[src/rtl/lag_pkg.sv]
`timescale 1ns / 1ps
// ----------------------------------------------------------------------------
// lag_pkg: shared definitions of the Life grid engine
// Field widths, item kinds, register indexes, pixel levels and the
// control bundle that the top level hands to every row cell.
// ----------------------------------------------------------------------------
package lag_pkg;

  // Fixed field widths
  localparam int KIND_W    = 2;
  localparam int ROW_W     = 6;
  localparam int COL_W     = 6;
  localparam int LEVEL_W   = 8;
  localparam int CFG_W     = 7;
  localparam int CFG_IDX_W = 8;

  // Default grid limits
  localparam int DEF_MAX_WIDTH  = 64;
  localparam int DEF_MAX_HEIGHT = 64;

  // Size register value after reset
  localparam logic [CFG_W-1:0] RESET_SIZE = 7'd64;

  // Item kinds
  typedef enum logic [KIND_W-1:0] {
    KIND_LOAD = 2'd0,
    KIND_STEP = 2'd1,
    KIND_READ = 2'd2,
    KIND_NONE = 2'd3
  } kind_t;

  // Register indexes
  localparam logic [CFG_IDX_W-1:0] REG_GRID_WIDTH  = 8'd0;
  localparam logic [CFG_IDX_W-1:0] REG_GRID_HEIGHT = 8'd1;

  // Pixel levels
  localparam logic [LEVEL_W-1:0] LEVEL_FULL  = 8'hFF;
  localparam logic [LEVEL_W-1:0] LEVEL_ALIVE = 8'h00;

  // B3/S23 neighbor counts
  localparam logic [3:0] BIRTH_COUNT   = 4'd3;
  localparam logic [3:0] SURVIVE_COUNT = 4'd2;

  // Per-transaction control seen by every row cell
  typedef struct packed {
    logic             load;
    logic             load_val;
    logic [ROW_W-1:0] row;
    logic [COL_W-1:0] col;
  } cell_ctl_t;

endpackage

[src/rtl/lag_row_eval.sv]
`timescale 1ns / 1ps
// ----------------------------------------------------------------------------
// lag_row_eval: next-generation row of the Life engine
// Applies B3/S23 to one row from the rows above and below, wrapping the
// columns at the used width. Columns past the used width keep their value.
// ----------------------------------------------------------------------------
module lag_row_eval #(
  parameter int MAX_WIDTH = lag_pkg::DEF_MAX_WIDTH
) (
  input  logic [MAX_WIDTH-1:0]               up_row,
  input  logic [MAX_WIDTH-1:0]               mid_row,
  input  logic [MAX_WIDTH-1:0]               dn_row,
  input  logic [$clog2(MAX_WIDTH+1)-1:0]     w_used,
  output logic [MAX_WIDTH-1:0]               new_row
);

  localparam int CW  = $clog2(MAX_WIDTH+1);
  localparam int CIW = $clog2(MAX_WIDTH);

  function automatic logic life_next(input logic [7:0] nb, input logic self_alive);
    logic [3:0] n;
    n = '0;
    for (int i = 0; i < 8; i++) begin
      n = n + {3'b000, nb[i]};
    end
    if (self_alive) begin
      return (n == lag_pkg::SURVIVE_COUNT) || (n == lag_pkg::BIRTH_COUNT);
    end
    return (n == lag_pkg::BIRTH_COUNT);
  endfunction

  logic [CIW-1:0] last_idx;
  logic           up_last;
  logic           mid_last;
  logic           dn_last;

  // Pick the wrap column on the left edge
  assign last_idx = CIW'(w_used - CW'(1));
  assign up_last  = up_row[last_idx];
  assign mid_last = mid_row[last_idx];
  assign dn_last  = dn_row[last_idx];

  for (genvar c = 0; c < MAX_WIDTH; c++) begin : g_col
    logic       up_l, mid_l, dn_l;
    logic       up_rt, mid_rt, dn_rt;
    logic       at_edge;
    logic [7:0] nb;

    if (c == 0) begin : g_left_wrap
      assign up_l  = up_last;
      assign mid_l = mid_last;
      assign dn_l  = dn_last;
    end else begin : g_left
      assign up_l  = up_row[c-1];
      assign mid_l = mid_row[c-1];
      assign dn_l  = dn_row[c-1];
    end

    if (c == MAX_WIDTH-1) begin : g_right_wrap
      assign up_rt  = up_row[0];
      assign mid_rt = mid_row[0];
      assign dn_rt  = dn_row[0];
      assign at_edge = 1'b1;
    end else begin : g_right
      assign at_edge = (int'(w_used) - 1 == c);
      assign up_rt  = at_edge ? up_row[0]  : up_row[c+1];
      assign mid_rt = at_edge ? mid_row[0] : mid_row[c+1];
      assign dn_rt  = at_edge ? dn_row[0]  : dn_row[c+1];
    end

    assign nb = {up_l, up_row[c], up_rt, mid_l, mid_rt, dn_l, dn_row[c], dn_rt};

    // Hold columns outside the used width
    assign new_row[c] = (c < int'(w_used)) ? life_next(nb, mid_row[c]) : mid_row[c];
  end

endmodule

[config.mk]
export PLATFORM = sky130hd
export DESIGN_NAME = lag_row_eval
export DESIGN_NICKNAME = d
export VERILOG_FILES = /design/src/rtl/lag_pkg.sv /design/src/rtl/lag_row_eval.sv
export SDC_FILE = /design/constraint.sdc
export NUM_CORES = 1
export LEC_CHECK = 0
export BUFFER_PORTS_ARGS = -buffer_cell sky130_fd_sc_hd__buf_2
export CELL_PAD_IN_SITES_DETAIL_PLACEMENT = 1
export CELL_PAD_IN_SITES_GLOBAL_PLACEMENT = 1
export CORE_ASPECT_RATIO = 0.5
export CORE_MARGIN = 3
export CORE_UTILIZATION = 50
export DETAILED_ROUTE_END_ITERATION = 8
export PLACE_DENSITY_LB_ADDON = 0.1
export SYNTH_ARGS = -nofsm -noshare
export SYNTH_HDL_FRONTEND = slang
export SYNTH_SLANG_ARGS = --single-unit
[constraint.sdc]
create_clock -name vclk -period 21.1
set_clock_uncertainty 0.1 [all_clocks]
set_input_delay 4.22 -clock vclk [all_inputs]
set_output_delay 4.22 -clock vclk [all_outputs]
set_load 0.02 [all_outputs]
==> results.txt <==
The data arrival time of the critical path came out at a little over 10 ns. During synthesis, Yosys emitted a total of 0 warnings. After routing, the total negative slack on setup checks comes to 0 ns. The number of buffer and inverter instances along the worst setup path came out at 5.

Setup repair after global routing left no endpoint under its margin. The max-capacitance violation count is 0. The number of antenna violations at the first check in global routing is 2.

The first-pass GRT wire length is ~87000 microns. The combinational power share is 1.000. The count of distinct cell types in the synthesized netlist is 53. The count of cells resized by post-cts repair is 0. The critical path is of the in -> out type. The aggregate routed wire length is 55500 microns.

Row generation in the floorplan step produced 44 rows. For this design the ratio of total power to cell area is 49.1 mW/mm^2. Before antenna repair, the detailed router went through 5 iterations.

The die is 251 microns wide. The cell with the largest stage delay on the worst path is sky130_fd_sc_hd__ha_2. The endpoint class of the critical path is a primary output.

The post-synthesis average cell area came out at 9.50 sq um. Across every metal layer, demand over resource in global routing totals 0.345. The number of vias per cell is approximately 6.3.

The die extent in y came out at 129 microns. The number of global-route vias before repair came to 15800. The total die area came out at 0.0323 sq mm. The required time at the endpoint of the critical path came out at 16.78 ns. The worst setup slack after layout is 6.40 ns. The starting DRC count in detailed routing is 1096. The setup-violating endpoint count in the final report is 0. The number of hold-repair buffers added at the cts stage came out at 0.

The overflow left after global routing is 0. The initial standard-cell utilization of the core is 0.514. Entering global routing, the biggest net connects 68 pins. The number of pins with negative max-slew slack in the final report is 0.

The ratio of final minimum period to clock period is 0.697. The path class of the tightest hold or removal check is in -> out. The headroom to the max-slew limit came out at 0.224. The biggest fanout along the worst timing path came out at 31. The overall via count from detail_route is 13900. Once detail routing completed, the nets flagged for antenna violations numbered 0. The number of cells produced by synthesis is 1583.

The count of buffers from port buffering came out at between 200 and 300. In the final routed layout, each cell accounts on average for 25.3 microns. After the last flow step, the layout net total stands at roughly 2500. Counting tap cells, the placed design contains a total of 2194 instances. Summing all flip-flop and latch instances after layout gives 0 sq um. Summed over all nets, the half-perimeter wirelength after detailed placement is 46100 microns. The peak supply drop is around 0.027 mV.

The worst setup path is launched from a primary input. Summed over all nets, the switching power comes to 0.489 mW. The floorplan step defined a core boundary enclosing 0.0293 sq mm. The final number of hold-violating endpoints is 0. The number of nets in the synthesized netlist is 2235. The leakage power came out at 8.14 nW. Traced cell by cell, the critical path runs through buf_4 > inv_1 > ha_2 > buf_4 > mux4_2 > mux4_2 > o21a_1 > a211oi_1 > fa_1 > fa_1 > fa_1 > inv_1 > ha_1 > fa_1 > o21ai_0 > nand2_1 > a21oi_1 > buf_2.

The largest total area in the synthesized netlist belongs to sky130_fd_sc_hd__fa_1. The number of ports placed on the die boundary is around 260. The final weighted congestion of routability-driven global placement came out at 0.928. The post-route non-filler standard cell count came out at 2196.

The most numerous cell type found on the critical path is sky130_fd_sc_hd__fa_1. Of the post-synthesis cell area, the dominant cell type holds 0.341. The fraction of the yosys area taken by sequential cells came out at 0.

The smallest clock period supported by the final layout is computed as between 10 and 15 ns. The layout-stage area growth over the synthesis result is 11.0%. The highest clock rate is between 0.06 and 0.07 GHz. Of the total power, registers draw 0.

The layout clock buffer count is 0. Of the total power, the share spent switching nets is 0.597. In this run the cell area of the synthesized design comes to approximately 0.015 sq mm.

The internal power summed over all cells came out at 0.331 mW. On the critical path the largest part of the delay comes from adder cells. The fraction of final layout cells sized beyond drive strength 1 came out at 0.225. The slew at the pin with the worst max-slew slack came out at 1.16 ns.

Prior to clock tree synthesis, the placed netlist has a worst setup slack of 6.45 ns. The flow ran to the end, and the final reports show no timing, DRC or antenna violations. By area the synthesized netlist is led by sky130_fd_sc_hd__fa_1 34%, sky130_fd_sc_hd__ha_1 16%, sky130_fd_sc_hd__mux2i_1 9.0%, sky130_fd_sc_hd__mux4_2 7.5%, sky130_fd_sc_hd__a21oi_1 7.1%.

The delay of the slowest cell on the worst path came out at 0.66 ns. The share of total power dissipated in the clock network is 0. The number of post-CTS setup repair buffers is 0. For this run, design rule violations remaining after detail routing come to 0. The sequential cell count came out at 0.
[path summary, 6_finish.rpt]
kind / from / endpoint / slack [ns] / cells after the start
max: w_used[0] / new_row[0] / 6.40 / 18
min: mid_row[8] / new_row[8] / 8.74 / 4
[layer usage]
layer	track usage	vias up	wire length, microns
met3	0.0701	147	4990
met1	0.426	7197	21400
met2	0.610	603	27100
met4	0.116	0	1980
li1	-	5995	-
met5	0	-	0
[tightest hold or removal path: stages]
cell                      delay [ns]
sky130_fd_sc_hd__buf_2          0.13
sky130_fd_sc_hd__inv_1          0.06
sky130_fd_sc_hd__a21oi_1        0.05
sky130_fd_sc_hd__buf_2          0.15
[synthesized netlist by cell type (3+ instances only)]
master	count
sky130_fd_sc_hd__a31o_2	3
sky130_fd_sc_hd__buf_2	15
sky130_fd_sc_hd__inv_1	209
sky130_fd_sc_hd__a211oi_1	3
sky130_fd_sc_hd__and2_1	9
sky130_fd_sc_hd__ha_1	197
sky130_fd_sc_hd__mux2_2	51
sky130_fd_sc_hd__and3_1	28
sky130_fd_sc_hd__nand3_1	67
sky130_fd_sc_hd__clkbuf_1	34
sky130_fd_sc_hd__nand2_1	115
sky130_fd_sc_hd__mux2_4	5
sky130_fd_sc_hd__and3_4	5
sky130_fd_sc_hd__nor2_1	20
sky130_fd_sc_hd__fa_1	256
sky130_fd_sc_hd__o22ai_1	5
sky130_fd_sc_hd__mux2i_1	136
sky130_fd_sc_hd__buf_6	4
sky130_fd_sc_hd__a21oi_1	212
sky130_fd_sc_hd__o21bai_1	3
sky130_fd_sc_hd__a221oi_1	5
sky130_fd_sc_hd__a31oi_1	4
sky130_fd_sc_hd__mux2_1	4
sky130_fd_sc_hd__nor2b_1	3
sky130_fd_sc_hd__a21o_1	3
sky130_fd_sc_hd__xnor2_1	4
sky130_fd_sc_hd__nand2b_1	4
sky130_fd_sc_hd__buf_1	4
sky130_fd_sc_hd__mux4_2	50
sky130_fd_sc_hd__a22oi_1	7
sky130_fd_sc_hd__o21ai_0	91
[kinds of logic after synthesis]
family	Yosys count	share of synthesized area
multiplexers	246	0.212
AND/OR/NAND/NOR	265	0.0860
adder cells (fa/ha/maj)	453	0.505
AO/OA/AOI/OAI	347	0.125
XOR/XNOR	5	0.00291
buffers and inverters	267	0.0701
[layout by cell type, fill, tap and decap left out, types with 5 or more instances in the layout]
cell type                  instances
sky130_fd_sc_hd__a21oi_1         211
sky130_fd_sc_hd__and3_1           28
sky130_fd_sc_hd__mux2_2           51
sky130_fd_sc_hd__mux2_4            5
sky130_fd_sc_hd__nor2_1           20
sky130_fd_sc_hd__a22oi_1           7
sky130_fd_sc_hd__inv_1           209
sky130_fd_sc_hd__buf_2           262
sky130_fd_sc_hd__buf_4            16
sky130_fd_sc_hd__nand2_1         115
sky130_fd_sc_hd__and2_1            9
sky130_fd_sc_hd__mux4_2           50
sky130_fd_sc_hd__nand3_1          67
sky130_fd_sc_hd__o22ai_1           5
sky130_fd_sc_hd__o21ai_0          91
sky130_fd_sc_hd__ha_1            196
sky130_fd_sc_hd__a221oi_1          5
sky130_fd_sc_hd__fa_1            256
sky130_fd_sc_hd__mux2i_1         136
sky130_fd_sc_hd__and3_4            5
[final cells by class]
class	count	area (sq um)
multi-input cells	1316	14000
fillers	3482	12600
repair buffers	278	1430
inverters	209	785
well taps	391	489
diodes	2	5.00
[power by group through the flow]
stage | Combinational [mW] | Clock (mW) | Sequential [mW]
after global placement | 0.740 | 0 | 0
after detailed placement | 0.816 | 0 | 0
after CTS | 0.822 | 0 | 0
final | 0.820 | 0.0000000127 | 0
after floorplan | 0.549 | 0 | 0
after global routing | 0.930 | 0.0000000127 | 0
[stage by stage]
stage,utilization,hold slack (ns),power [mW],instance area (sq um)
floorplan,-,8.51,0.549,15000
global placement,0.570,8.72,0.740,16700
detailed placement,0.570,8.73,0.816,16700
CTS,0.570,8.74,0.822,16700
global route,0.570,8.77,0.930,16700
finish,0.570,8.74,0.820,16700
(Power assumes the default switching activity.)
