===== src/rtl/lag_pkg.sv =====
`timescale 1ns / 1ps
// ----------------------------------------------------------------------------
// lag_pkg: shared definitions of the Life grid engine
// Field widths, item kinds, register indexes, pixel levels and the
// control bundle that the top level hands to every row cell.
// ----------------------------------------------------------------------------
package lag_pkg;

  // Fixed field widths
  localparam int KIND_W    = 2;
  localparam int ROW_W     = 6;
  localparam int COL_W     = 6;
  localparam int LEVEL_W   = 8;
  localparam int CFG_W     = 7;
  localparam int CFG_IDX_W = 8;

  // Default grid limits
  localparam int DEF_MAX_WIDTH  = 64;
  localparam int DEF_MAX_HEIGHT = 64;

  // Size register value after reset
  localparam logic [CFG_W-1:0] RESET_SIZE = 7'd64;

  // Item kinds
  typedef enum logic [KIND_W-1:0] {
    KIND_LOAD = 2'd0,
    KIND_STEP = 2'd1,
    KIND_READ = 2'd2,
    KIND_NONE = 2'd3
  } kind_t;

  // Register indexes
  localparam logic [CFG_IDX_W-1:0] REG_GRID_WIDTH  = 8'd0;
  localparam logic [CFG_IDX_W-1:0] REG_GRID_HEIGHT = 8'd1;

  // Pixel levels
  localparam logic [LEVEL_W-1:0] LEVEL_FULL  = 8'hFF;
  localparam logic [LEVEL_W-1:0] LEVEL_ALIVE = 8'h00;

  // B3/S23 neighbor counts
  localparam logic [3:0] BIRTH_COUNT   = 4'd3;
  localparam logic [3:0] SURVIVE_COUNT = 4'd2;

  // Per-transaction control seen by every row cell
  typedef struct packed {
    logic             load;
    logic             load_val;
    logic [ROW_W-1:0] row;
    logic [COL_W-1:0] col;
  } cell_ctl_t;

endpackage


===== src/rtl/lag_row_cell.sv =====
`timescale 1ns / 1ps
// ----------------------------------------------------------------------------
// lag_row_cell: one grid row of the Life engine
// Holds one row of cells, writes a single cell on a load, returns the
// addressed cell on a read and takes the row of its neighbor in a step.
// ----------------------------------------------------------------------------
module lag_row_cell #(
  parameter int MAX_WIDTH = lag_pkg::DEF_MAX_WIDTH,
  parameter int IDX       = 0
) (
  input  logic                  clk,
  input  logic                  rst_n,
  input  logic                  shift_en,
  input  logic [MAX_WIDTH-1:0]  shift_in,
  input  lag_pkg::cell_ctl_t    ctl,
  output logic [MAX_WIDTH-1:0]  row_q,
  output logic                  rd_bit
);

  localparam int CIW = $clog2(MAX_WIDTH);

  logic [MAX_WIDTH-1:0] row_r;
  logic [MAX_WIDTH-1:0] row_nxt;
  logic [CIW-1:0]       col_idx;
  logic                 hit;

  assign col_idx = CIW'(ctl.col);
  assign hit     = (int'(ctl.row) == IDX);

  // Take the neighbor's row in a step, else write the addressed cell
  always_comb begin
    row_nxt = row_r;
    if (shift_en) begin
      row_nxt = shift_in;
    end else if (ctl.load && hit) begin
      row_nxt[col_idx] = ctl.load_val;
    end
  end

  always_ff @(posedge clk) begin
    if (!rst_n) begin
      row_r <= '0;
    end else begin
      row_r <= row_nxt;
    end
  end

  assign row_q  = row_r;
  assign rd_bit = hit & row_r[col_idx];

endmodule


===== config.mk =====
export PLATFORM = sky130hd
export DESIGN_NAME = lag_row_cell
export DESIGN_NICKNAME = d
export VERILOG_FILES = /design/src/rtl/lag_pkg.sv /design/src/rtl/lag_row_cell.sv
export SDC_FILE = /design/constraint.sdc
export NUM_CORES = 1
export LEC_CHECK = 0
export BUFFER_PORTS_ARGS = -buffer_cell sky130_fd_sc_hd__buf_2
export CORE_UTILIZATION = 46
export CTS_CLUSTER_DIAMETER = 50
export DETAILED_ROUTE_END_ITERATION = 12
export GPL_TIMING_DRIVEN = 0
export PLACE_DENSITY = 0.89
export SYNTH_ARGS = -nofsm -noshare
export SYNTH_HDL_FRONTEND = slang
export SYNTH_SLANG_ARGS = --single-unit

===== constraint.sdc =====
create_clock -name clk -period 2.32 [get_ports clk]
set_clock_uncertainty 0.15 [all_clocks]
set_input_delay 0.232 -clock clk [delete_from_list [all_inputs] [get_ports clk]]
set_output_delay 0.232 -clock clk [all_outputs]
set_load 0.02 [all_outputs]

==> results.sh, run 1 <==
export IMPL_status="finished with violations"
export IMPL_violations="DRC"
export IMPL_timing_rr_start="row_q[33]$_SDFFE_PN0P_"
export IMPL_cap_violations=0
export IMPL_drc=16
export IMPL_cp_end_kind="output port"
export IMPL_cts_sinks=64
export IMPL_gp_congestion=0.866
export IMPL_drv_slew=0
export IMPL_fmax_mhz=432
export IMPL_crit_end="rd_bit"
export IMPL_largest_register_ffs=64
export IMPL_start_kind="flop"
export IMPL_post_cts_buffers=0
export IMPL_synth_seq_area_share=0.304
export IMPL_fin_crit_sh=0.997
export IMPL_met2_usage=0.487
export IMPL_synthesis_area_um2=4220
export IMPL_synth_cell_type_count=42
export IMPL_drtIter0Drc=468
export IMPL_drive_above_1_share=0.418
export IMPL_crit_start="row_q[24]$_SDFFE_PN0P_"
export IMPL_via_per_inst=6.03
export IMPL_synth_edf_count=0
export IMPL_grt_most_used_layer="met2"
export IMPL_die_w_um=97.8
export IMPL_start_util=0.479
export IMPL_cts_inserted_buffers=9
export IMPL_antenna_found_initial=0
export IMPL_layout_commonest_cell="buf_2"
export IMPL_cp_max_fo=3
export IMPL_hold_viol_final=0
export IMPL_ys_ff_latch=64
export IMPL_cts_tree="done"
export IMPL_diodes=0
export IMPL_grt_pass1_vias=4437
export IMPL_num_vias=4327
export IMPL_dr_pass1_iters=10
export IMPL_cellLeakagePower_nw=2.80
export IMPL_multi_input_area_um2=2820
export IMPL_fin_util=0.607
export IMPL_final_nets=686
export IMPL_stdcell_area_um2=5350
export IMPL_ys_async_sr_fraction=0
export IMPL_yosysWarnings=0
export IMPL_irDropWorstVdd_mv=0.357
export IMPL_placedInstanceArea_um2=5040
export IMPL_r2r_cells=2
export IMPL_dp_hpwl_mm=10.2
export IMPL_gr_usage_all_layers=0.296
export IMPL_cts_root_buf="clkbuf_8"
export IMPL_seq_area_um2=1280
export IMPL_layout_common_cells="138 x buf_2, 68 x nor2_1, 65 x o211a_1, 63 x nand2b_1, 63 x dfxtp_1"
export IMPL_setup_viol=0
export IMPL_ff2ff_setup_slack_ns=1.21
export IMPL_postSynthAreaPerCell_um2=9.23
export IMPL_grt_max_degree=12
export IMPL_overflow=0
export IMPL_hp_class="input port to flop"
export IMPL_synthFlopType="dfxtp_1"
export IMPL_holdBufCountCts=0
export IMPL_fillCellCount=717
export IMPL_period_minus_slack_ns=2.31
export IMPL_crit_arrival_ns=1.93
export IMPL_clock_path_buffers=2
export IMPL_dieArea_um2=9560
export IMPL_clock_latency_ns=0.36
export IMPL_die_h_um=97.8
export IMPL_rsz0062_at_grt="yes"
export IMPL_required_ns=1.94
export IMPL_wl_per_cell_um=19.5
export IMPL_htreeDepth=3
export IMPL_crit_type="flop to output port"
export IMPL_worst_slew_pin_slew_ns=0.722
export IMPL_path_clk_slew_ns=0.07
export IMPL_synth_nets=538
export IMPL_slew_headroom=0.519
export IMPL_syn_inst=457
export IMPL_use_met3=0.0780
export IMPL_row_count=34
export IMPL_port_buffers=138
export IMPL_wl_mm=14.0
export IMPL_grt_pass1_wl_mm=22.1
export IMPL_area_delta_synth_final_pct=26.8
export IMPL_r2r_end="row_q[33]$_SDFFE_PN0P_"
export IMPL_final_antenna_net_count=0
export IMPL_use_met1=0.352
export IMPL_core_area_um2=8810
export IMPL_powerDensity_nw_per_um2=544
export IMPL_io_pins=146
-- worst min-delay path by stage --
stage          depth (start not counted)                     end          from  slack [ns]
2_1_floorplan                          2  row_q[16]$_SDFFE_PN0P_  shift_in[16]        0.31
3_3_place_gp                           3  row_q[26]$_SDFFE_PN0P_  shift_in[26]        0.40
3_5_place_dp                           3   row_q[4]$_SDFFE_PN0P_   shift_in[4]        0.40
4_1_cts                                3   row_q[1]$_SDFFE_PN0P_   shift_in[1]        0.03
5_1_grt                                3  row_q[51]$_SDFFE_PN0P_  shift_in[51]        0.04
6_report                               3  row_q[32]$_SDFFE_PN0P_  shift_in[32]        0.03
-- per-stage QoR --
step                      worst slack, ns  hold slack [ns]  total power, W  TNS [ns]  instances
after CTS                         0.00107           0.0310         0.00289         0        718
final                             0.00592           0.0314         0.00291         0        718
after global placement             -0.399            0.401         0.00189    -14.23        703
after floorplan                     0.130            0.308         0.00167         0        457
after detailed placement           -0.381            0.404         0.00191    -15.64        703
after global routing              -0.0522           0.0446         0.00301   -0.0522        718
-- Yosys cell counts (2+ instances only) --
library cell,n,area (um2)
or3b_2,2,17.5
nor4_4,2,42.5
nand2b_1,63,394
mux2_2,55,619
buf_2,3,15.0
nand2_1,8,30.0
nand3b_2,3,33.8
nand3_2,3,30.0
nand3_1,3,15.0
a22o_1,2,17.5
o21bai_1,2,15.0
mux2_1,15,169
clkbuf_8,4,55.1
nor2b_1,6,37.5
a21oi_1,11,55.1
dfxtp_1,64,1280
a221oi_1,10,87.6
a22oi_1,15,113
o211a_1,65,651
clkbuf_1,30,113
nor2_1,70,263
-- where the power goes --
part,switching (W),internal (W)
combinational,0.000375,0.000301
sequential,0.0000717,0.00118
clock,0.000462,0.000523
-- timing repair --
action,4_1_cts,5_1_grt
endpoints found under the setup margin,1,16
pin swaps,1,2
resized for setup,16,20
hold endpoints to repair,0,0
-- metal layers --
metal,routed length (um),vias to the layer above
met5,0,-
met4,622,0
met3,1240,58
met2,6550,288
met1,5590,2017
li1,-,1964
-- layout make-up --
| cell class | count | area share |
|---|---|---|
| multi-input cells | 352 | 0.527 |
| flip-flops and latches | 64 | 0.240 |
| clock buffers | 11 | 0.0264 |
| plain buffers | 40 | 0.0414 |
| repair buffers | 138 | 0.130 |
| well taps | 108 | 0.0253 |
| clock inverters | 5 | 0.0105 |
-- kinds of logic (layout without fill, tap and decap cells) --
logic type / count (synthesis) / count (layout) / share of synthesized area
muxes: 71 / 71 / 0.189
buffers and inverters: 41 / 194 / 0.0507
AOI/OAI and AO/OA: 112 / 112 / 0.235
DFF: 64 / 64 / 0.304
and+or+nand+nor: 169 / 169 / 0.221
-- worst max-delay path: stages (launching register included) --
cell and delay (ns):
dfxtp_1 0.35, a221oi_2 0.24, a21oi_1 0.07, o21ba_2 0.24, nor4b_4 0.30, a41oi_2 0.17
buf_4 0.19
(Power assumes the default switching activity.)
==> run 2, diff against run 1 <==
CORE_UTILIZATION = 55   (was 46)
PLACE_DENSITY = 0.95   (was 0.89)
SLEW_MARGIN = 5   (was unset)
clock period = 2.9 ns   (was 2.32 ns; I/O delays follow)
==> run 2 against run 1 <==
Effect of this change:
- the flow now finishes without violations
- flip-flop and latch count is the same
- register-to-register slack improved by 0.58 ns
- largest cell class unchanged
- count of clock-buffer cells in the layout rose by 2
==> results.sh, run 2 (synthesis results as in run 1) <==
export IMPL_dieArea_um2=8020
export IMPL_clock_latency_ns=0.35
export IMPL_fin_tns_setup_ns=0
export IMPL_area_delta_synth_final_pct=23.7
export IMPL_largest_register_ffs=64
export IMPL_path_cells="buf_2, buf_2, nor2b_1, a221oi_1, a21oi_1, o21ba_2, nor4b_1, a41oi_1, buf_2"
export IMPL_layout_common_cells="141 x buf_2, 70 x nor2_1, 65 x o211a_1, 64 x dfxtp_1, 63 x nand2b_1"
export IMPL_clock_path_buffers=2
export IMPL_via_per_inst=6.28
export IMPL_die_w_um=89.6
export IMPL_pwr_share_clk=0.324
export IMPL_slew_headroom=0.540
export IMPL_fin_crit_sh=0.972
export IMPL_powerDensity_nw_per_um2=432
export IMPL_port_buffers=138
export IMPL_stdcell_area_um2=5220
export IMPL_crit_type="input port to output port"
export IMPL_cp_end_kind="output port"
export IMPL_htreeDepth=3
export IMPL_cp_max_fo=10
export IMPL_gp_congestion=0.888
export IMPL_dr_pass1_iters=5
export IMPL_cap_violations=0
export IMPL_period_minus_slack_ns=2.82
export IMPL_setup_viol=0
export IMPL_cts_inserted_buffers=9
export IMPL_die_h_um=89.6
export IMPL_internal_power_w=0.00155
export IMPL_p_total_w=0.00225
export IMPL_row_count=31
export IMPL_rsz0062_at_grt="no"
export IMPL_fillCellCount=508
export IMPL_grt_pass1_wl_mm=20.7
export IMPL_antenna_found_initial=0
export IMPL_overflow=0
export IMPL_fmax_mhz=355
export IMPL_crit_arrival_ns=2.38
export IMPL_status="finished, final reports clean"
export IMPL_irDropWorstVdd_mv=0.345
export IMPL_cellLeakagePower_nw=2.75
export IMPL_wl_mm=13.8
export IMPL_io_pins=146
export IMPL_core_area_um2=7330
export IMPL_drtIter0Drc=556
export IMPL_p_seq_frac=0.442
export IMPL_cts_sinks=64
export IMPL_cts_tree="done"
export IMPL_drc=0
export IMPL_dp_hpwl_mm=9.64
export IMPL_fin_util=0.712
export IMPL_worst_slew_pin_slew_ns=0.688
export IMPL_drv_slew=0
export IMPL_switching_power_w=0.000705
export IMPL_cp_slowest_cell="nor4b_1"
export IMPL_cts_root_buf="clkbuf_8"
export IMPL_final_antenna_net_count=0
export IMPL_power_switching_share=0.313
export IMPL_start_util=0.575
export IMPL_required_ns=2.46
export IMPL_gr_usage_all_layers=0.348
export IMPL_num_vias=4456
export IMPL_grt_pass1_vias=4208
export IMPL_final_nets=687
export IMPL_critical_path_max_stage_delay_ns=0.44
export IMPL_wl_per_cell_um=19.4
export IMPL_path_clk_slew_ns=0.07
export IMPL_hp_class="input port to flop"
export IMPL_diodes=0
export IMPL_holdBufCountCts=0
export IMPL_drive_above_1_share=0.379
export IMPL_hold_viol_final=0
export IMPL_pwr_share_comb=0.233
export IMPL_placedInstanceArea_um2=5030
export IMPL_cp_common_cell="buf_2"
export IMPL_start_kind="input port"
export IMPL_grt_max_degree=11
export IMPL_layout_commonest_cell="buf_2"
export IMPL_fin_hold_ws_ns=0.100
[run 2: worst max-delay path, delay by kind of cell]
| family | cells | cell delay (ns) |
|---|---|---|
| and+or+nand+nor | 2 | 0.67 |
| AOI/OAI and AO/OA | 4 | 0.88 |
| buffers and inverters | 3 | 0.54 |
[run 2: per-stage QoR]
stage / setup slack (ns) / cells
final: 0.0804 / 709
after CTS: 0.0771 / 709
after floorplan: 0.641 / 457
after global placement: 0.0747 / 694
after global routing: 0.0114 / 709
after detailed placement: 0.155 / 694
[run 2: cell type report]
class | count | area, um2 | share of cell area
Sequential cell | 64 | 1280 | 0.246
Timing Repair Buffer | 138 | 691 | 0.132
Tap cell | 99 | 124 | 0.0237
Clock inverter | 2 | 13.8 | 0.00264
Buffer | 41 | 215 | 0.0413
Clock buffer | 13 | 169 | 0.0324
Multi-Input combinational cell | 352 | 2720 | 0.522
[run 2: final timing paths]
check | startpoint | end | slack [ns] | cells past startpoint
setup / recovery | ctl[0] | rd_bit | 0.08 | 9
hold / removal | shift_in[1] | row_q[1]$_SDFFE_PN0P_ | 0.10 | 3
setup reg to reg | row_q[48]$_SDFFE_PN0P_ | row_q[48]$_SDFFE_PN0P_ | 1.79 | 2
hold reg to reg | row_q[3]$_SDFFE_PN0P_ | row_q[3]$_SDFFE_PN0P_ | 0.48 | 2
[run 2: layer usage]
layer / global-route usage / vias up / share of wire
met5: 0 / - / 0
met4: 0.211 / 0 / 0.059
met3: 0.0905 / 89 / 0.12
met2: 0.559 / 382 / 0.46
met1: 0.419 / 2031 / 0.37
li1: - / 1954 / -
[run 2: repair_timing]
item                       4_1_cts  5_1_grt
setup buffers                    0        0
setup endpoints to repair        0        1
resized for setup                0        1
[run 2: power by group through the flow]
stage	registers, W	logic [W]	clock network [W]
finish	0.000997	0.000526	0.000731
CTS	0.000994	0.000518	0.000737
global route	0.00100	0.000562	0.000770
floorplan	0.00107	0.000262	0
global placement	0.00101	0.000497	0
detailed placement	0.00101	0.000512	0
==> run 3, diff against run 2 <==
CAP_MARGIN = 20   (was unset)
SLEW_MARGIN = 15   (was 5)
clock period = 3.3 ns   (was 2.9 ns; I/O delays follow)
==> run 3 against run 2 <==
Effect of this change:
- setup slack gained 0.16 ns
- design area is essentially flat
- count of clock-buffer cells in the layout stayed put
- die area unchanged
- via count up 0.18%
- final cell count did not move
- combinational power fell by 12%
- sequential share of layout area barely moved
- critical path depth shrank 1
- critical endpoint unchanged
==> results.sh, run 3 (synthesis results as in run 1) <==
export IMPL_final_nets=687
export IMPL_dr_pass1_iters=7
export IMPL_dieArea_um2=8020
export IMPL_dp_cells=694
export IMPL_post_cts_buffers=0
export IMPL_gr_usage_all_layers=0.348
export IMPL_period_minus_slack_ns=3.06
export IMPL_cellLeakagePower_nw=2.75
export IMPL_antenna_found_initial=0
export IMPL_port_buffers=138
export IMPL_die_h_um=89.6
export IMPL_cts_root_buf="clkbuf_8"
export IMPL_cp_max_fo=10
export IMPL_timing_rr_start="row_q[48]$_SDFFE_PN0P_"
export IMPL_hp_class="input port to flop"
export IMPL_cts_inserted_buffers=9
export IMPL_final_antenna_net_count=0
export IMPL_cp_slowest_cell="buf_1"
export IMPL_clock_path_buffers=2
export IMPL_ff2ff_setup_slack_ns=2.18
export IMPL_io_pins=146
export IMPL_layout_commonest_cell="buf_2"
export IMPL_grt_pass1_vias=4208
export IMPL_drv_slew=0
export IMPL_path_cells="clkbuf_8, buf_2, buf_1, a21oi_1, o21ba_2, nor4b_1, a41oi_1, buf_2"
export IMPL_min_from="shift_in[1]"
export IMPL_diodes=0
export IMPL_cp_common_cell="buf_2"
export IMPL_drive_above_1_share=0.377
export IMPL_num_vias=4464
export IMPL_row_count=31
export IMPL_area_delta_synth_final_pct=23.6
export IMPL_critical_path_max_stage_delay_ns=0.51
export IMPL_fin_crit_sh=0.928
export IMPL_clock_latency_ns=0.35
export IMPL_cts_resized=0
export IMPL_dp_hpwl_mm=9.64
export IMPL_die_w_um=89.6
export IMPL_fin_util=0.711
export IMPL_overflow=0
export IMPL_place_ws_ns=0.475
export IMPL_required_ns=2.82
export IMPL_hold_viol_final=0
export IMPL_wl_per_cell_um=19.7
export IMPL_setup_viol=0
export IMPL_cp_end_kind="output port"
export IMPL_crit_start="ctl[2]"
export IMPL_core_area_um2=7330
export IMPL_slew_headroom=0.504
export IMPL_via_per_inst=6.30
export IMPL_grt_pass1_wl_mm=20.7
export IMPL_wl_mm=13.9
export IMPL_cts_sinks=64
export IMPL_status="finished, final reports clean"
export IMPL_gp_congestion=0.888
export IMPL_htreeDepth=3
export IMPL_start_kind="input port"
export IMPL_cts_tree="done"
export IMPL_cap_violations=0
export IMPL_fin_hold_ws_ns=0.139
export IMPL_layout_common_cells="141 x buf_2, 70 x nor2_1, 65 x o211a_1, 64 x dfxtp_1, 63 x nand2b_1"
export IMPL_crit_type="input port to output port"
export IMPL_setup_ws_ns=0.238
export IMPL_crit_arrival_ns=2.58
export IMPL_drtIter0Drc=504
export IMPL_start_util=0.575
export IMPL_final_cells=709
export IMPL_irDropWorstVdd_mv=0.307
export IMPL_holdBufCountCts=0
export IMPL_fin_tns_setup_ns=0
export IMPL_largest_register_ffs=64
export IMPL_powerDensity_nw_per_um2=381
export IMPL_grt_max_degree=11
export IMPL_drc=0
export IMPL_worst_slew_pin_slew_ns=0.742
export IMPL_path_clk_slew_ns=0.07
export IMPL_rsz0062_at_grt="no"
export IMPL_fmax_mhz=327
==> run 3: power by group <==
| group | internal, W | switching [W] | total, W |
|---|---|---|---|
| Sequential | 0.000827 | 0.0000495 | 0.000877 |
| Combinational | 0.000204 | 0.000260 | 0.000463 |
| Clock | 0.000331 | 0.000315 | 0.000645 |
==> run 3: stage by stage <==
step / power [W] / area (um2)
floorplan: 0.00117 / 4220
global placement: 0.00132 / 5030
detailed placement: 0.00134 / 5030
CTS: 0.00198 / 5220
global route: 0.00205 / 5220
finish: 0.00199 / 5220
==> run 3: layout make-up <==
cell class,instances,area (um2)
Multi-Input combinational cell,352,2720
Clock buffer,13,169
Sequential cell,64,1280
Tap cell,99,124
Buffer,41,214
Timing Repair Buffer,138,691
Fill cell,507,2120
Clock inverter,2,13.8
==> run 3: metal layers <==
layer,global-route usage,vias up,routed length [um]
li1,-,1961,-
met1,0.419,2062,5250
met2,0.559,363,6520
met3,0.0905,78,1460
met4,0.211,0,713
met5,0,-,0
==> run 3: worst paths after layout <==
| kind | end | cells past startpoint |
|---|---|---|
| max | rd_bit | 8 |
| min | row_q[1]$_SDFFE_PN0P_ | 3 |
| max reg2reg | row_q[48]$_SDFFE_PN0P_ | 2 |
| min reg2reg | row_q[49]$_SDFFE_PN0P_ | 2 |
==> run 3: critical path, delay by kind of cell <==
| family | cells | cell delay, ns |
|---|---|---|
| buffers and inverters | 4 | 1.18 |
| AOI/OAI and AO/OA | 3 | 0.61 |
| and+or+nand+nor | 1 | 0.45 |
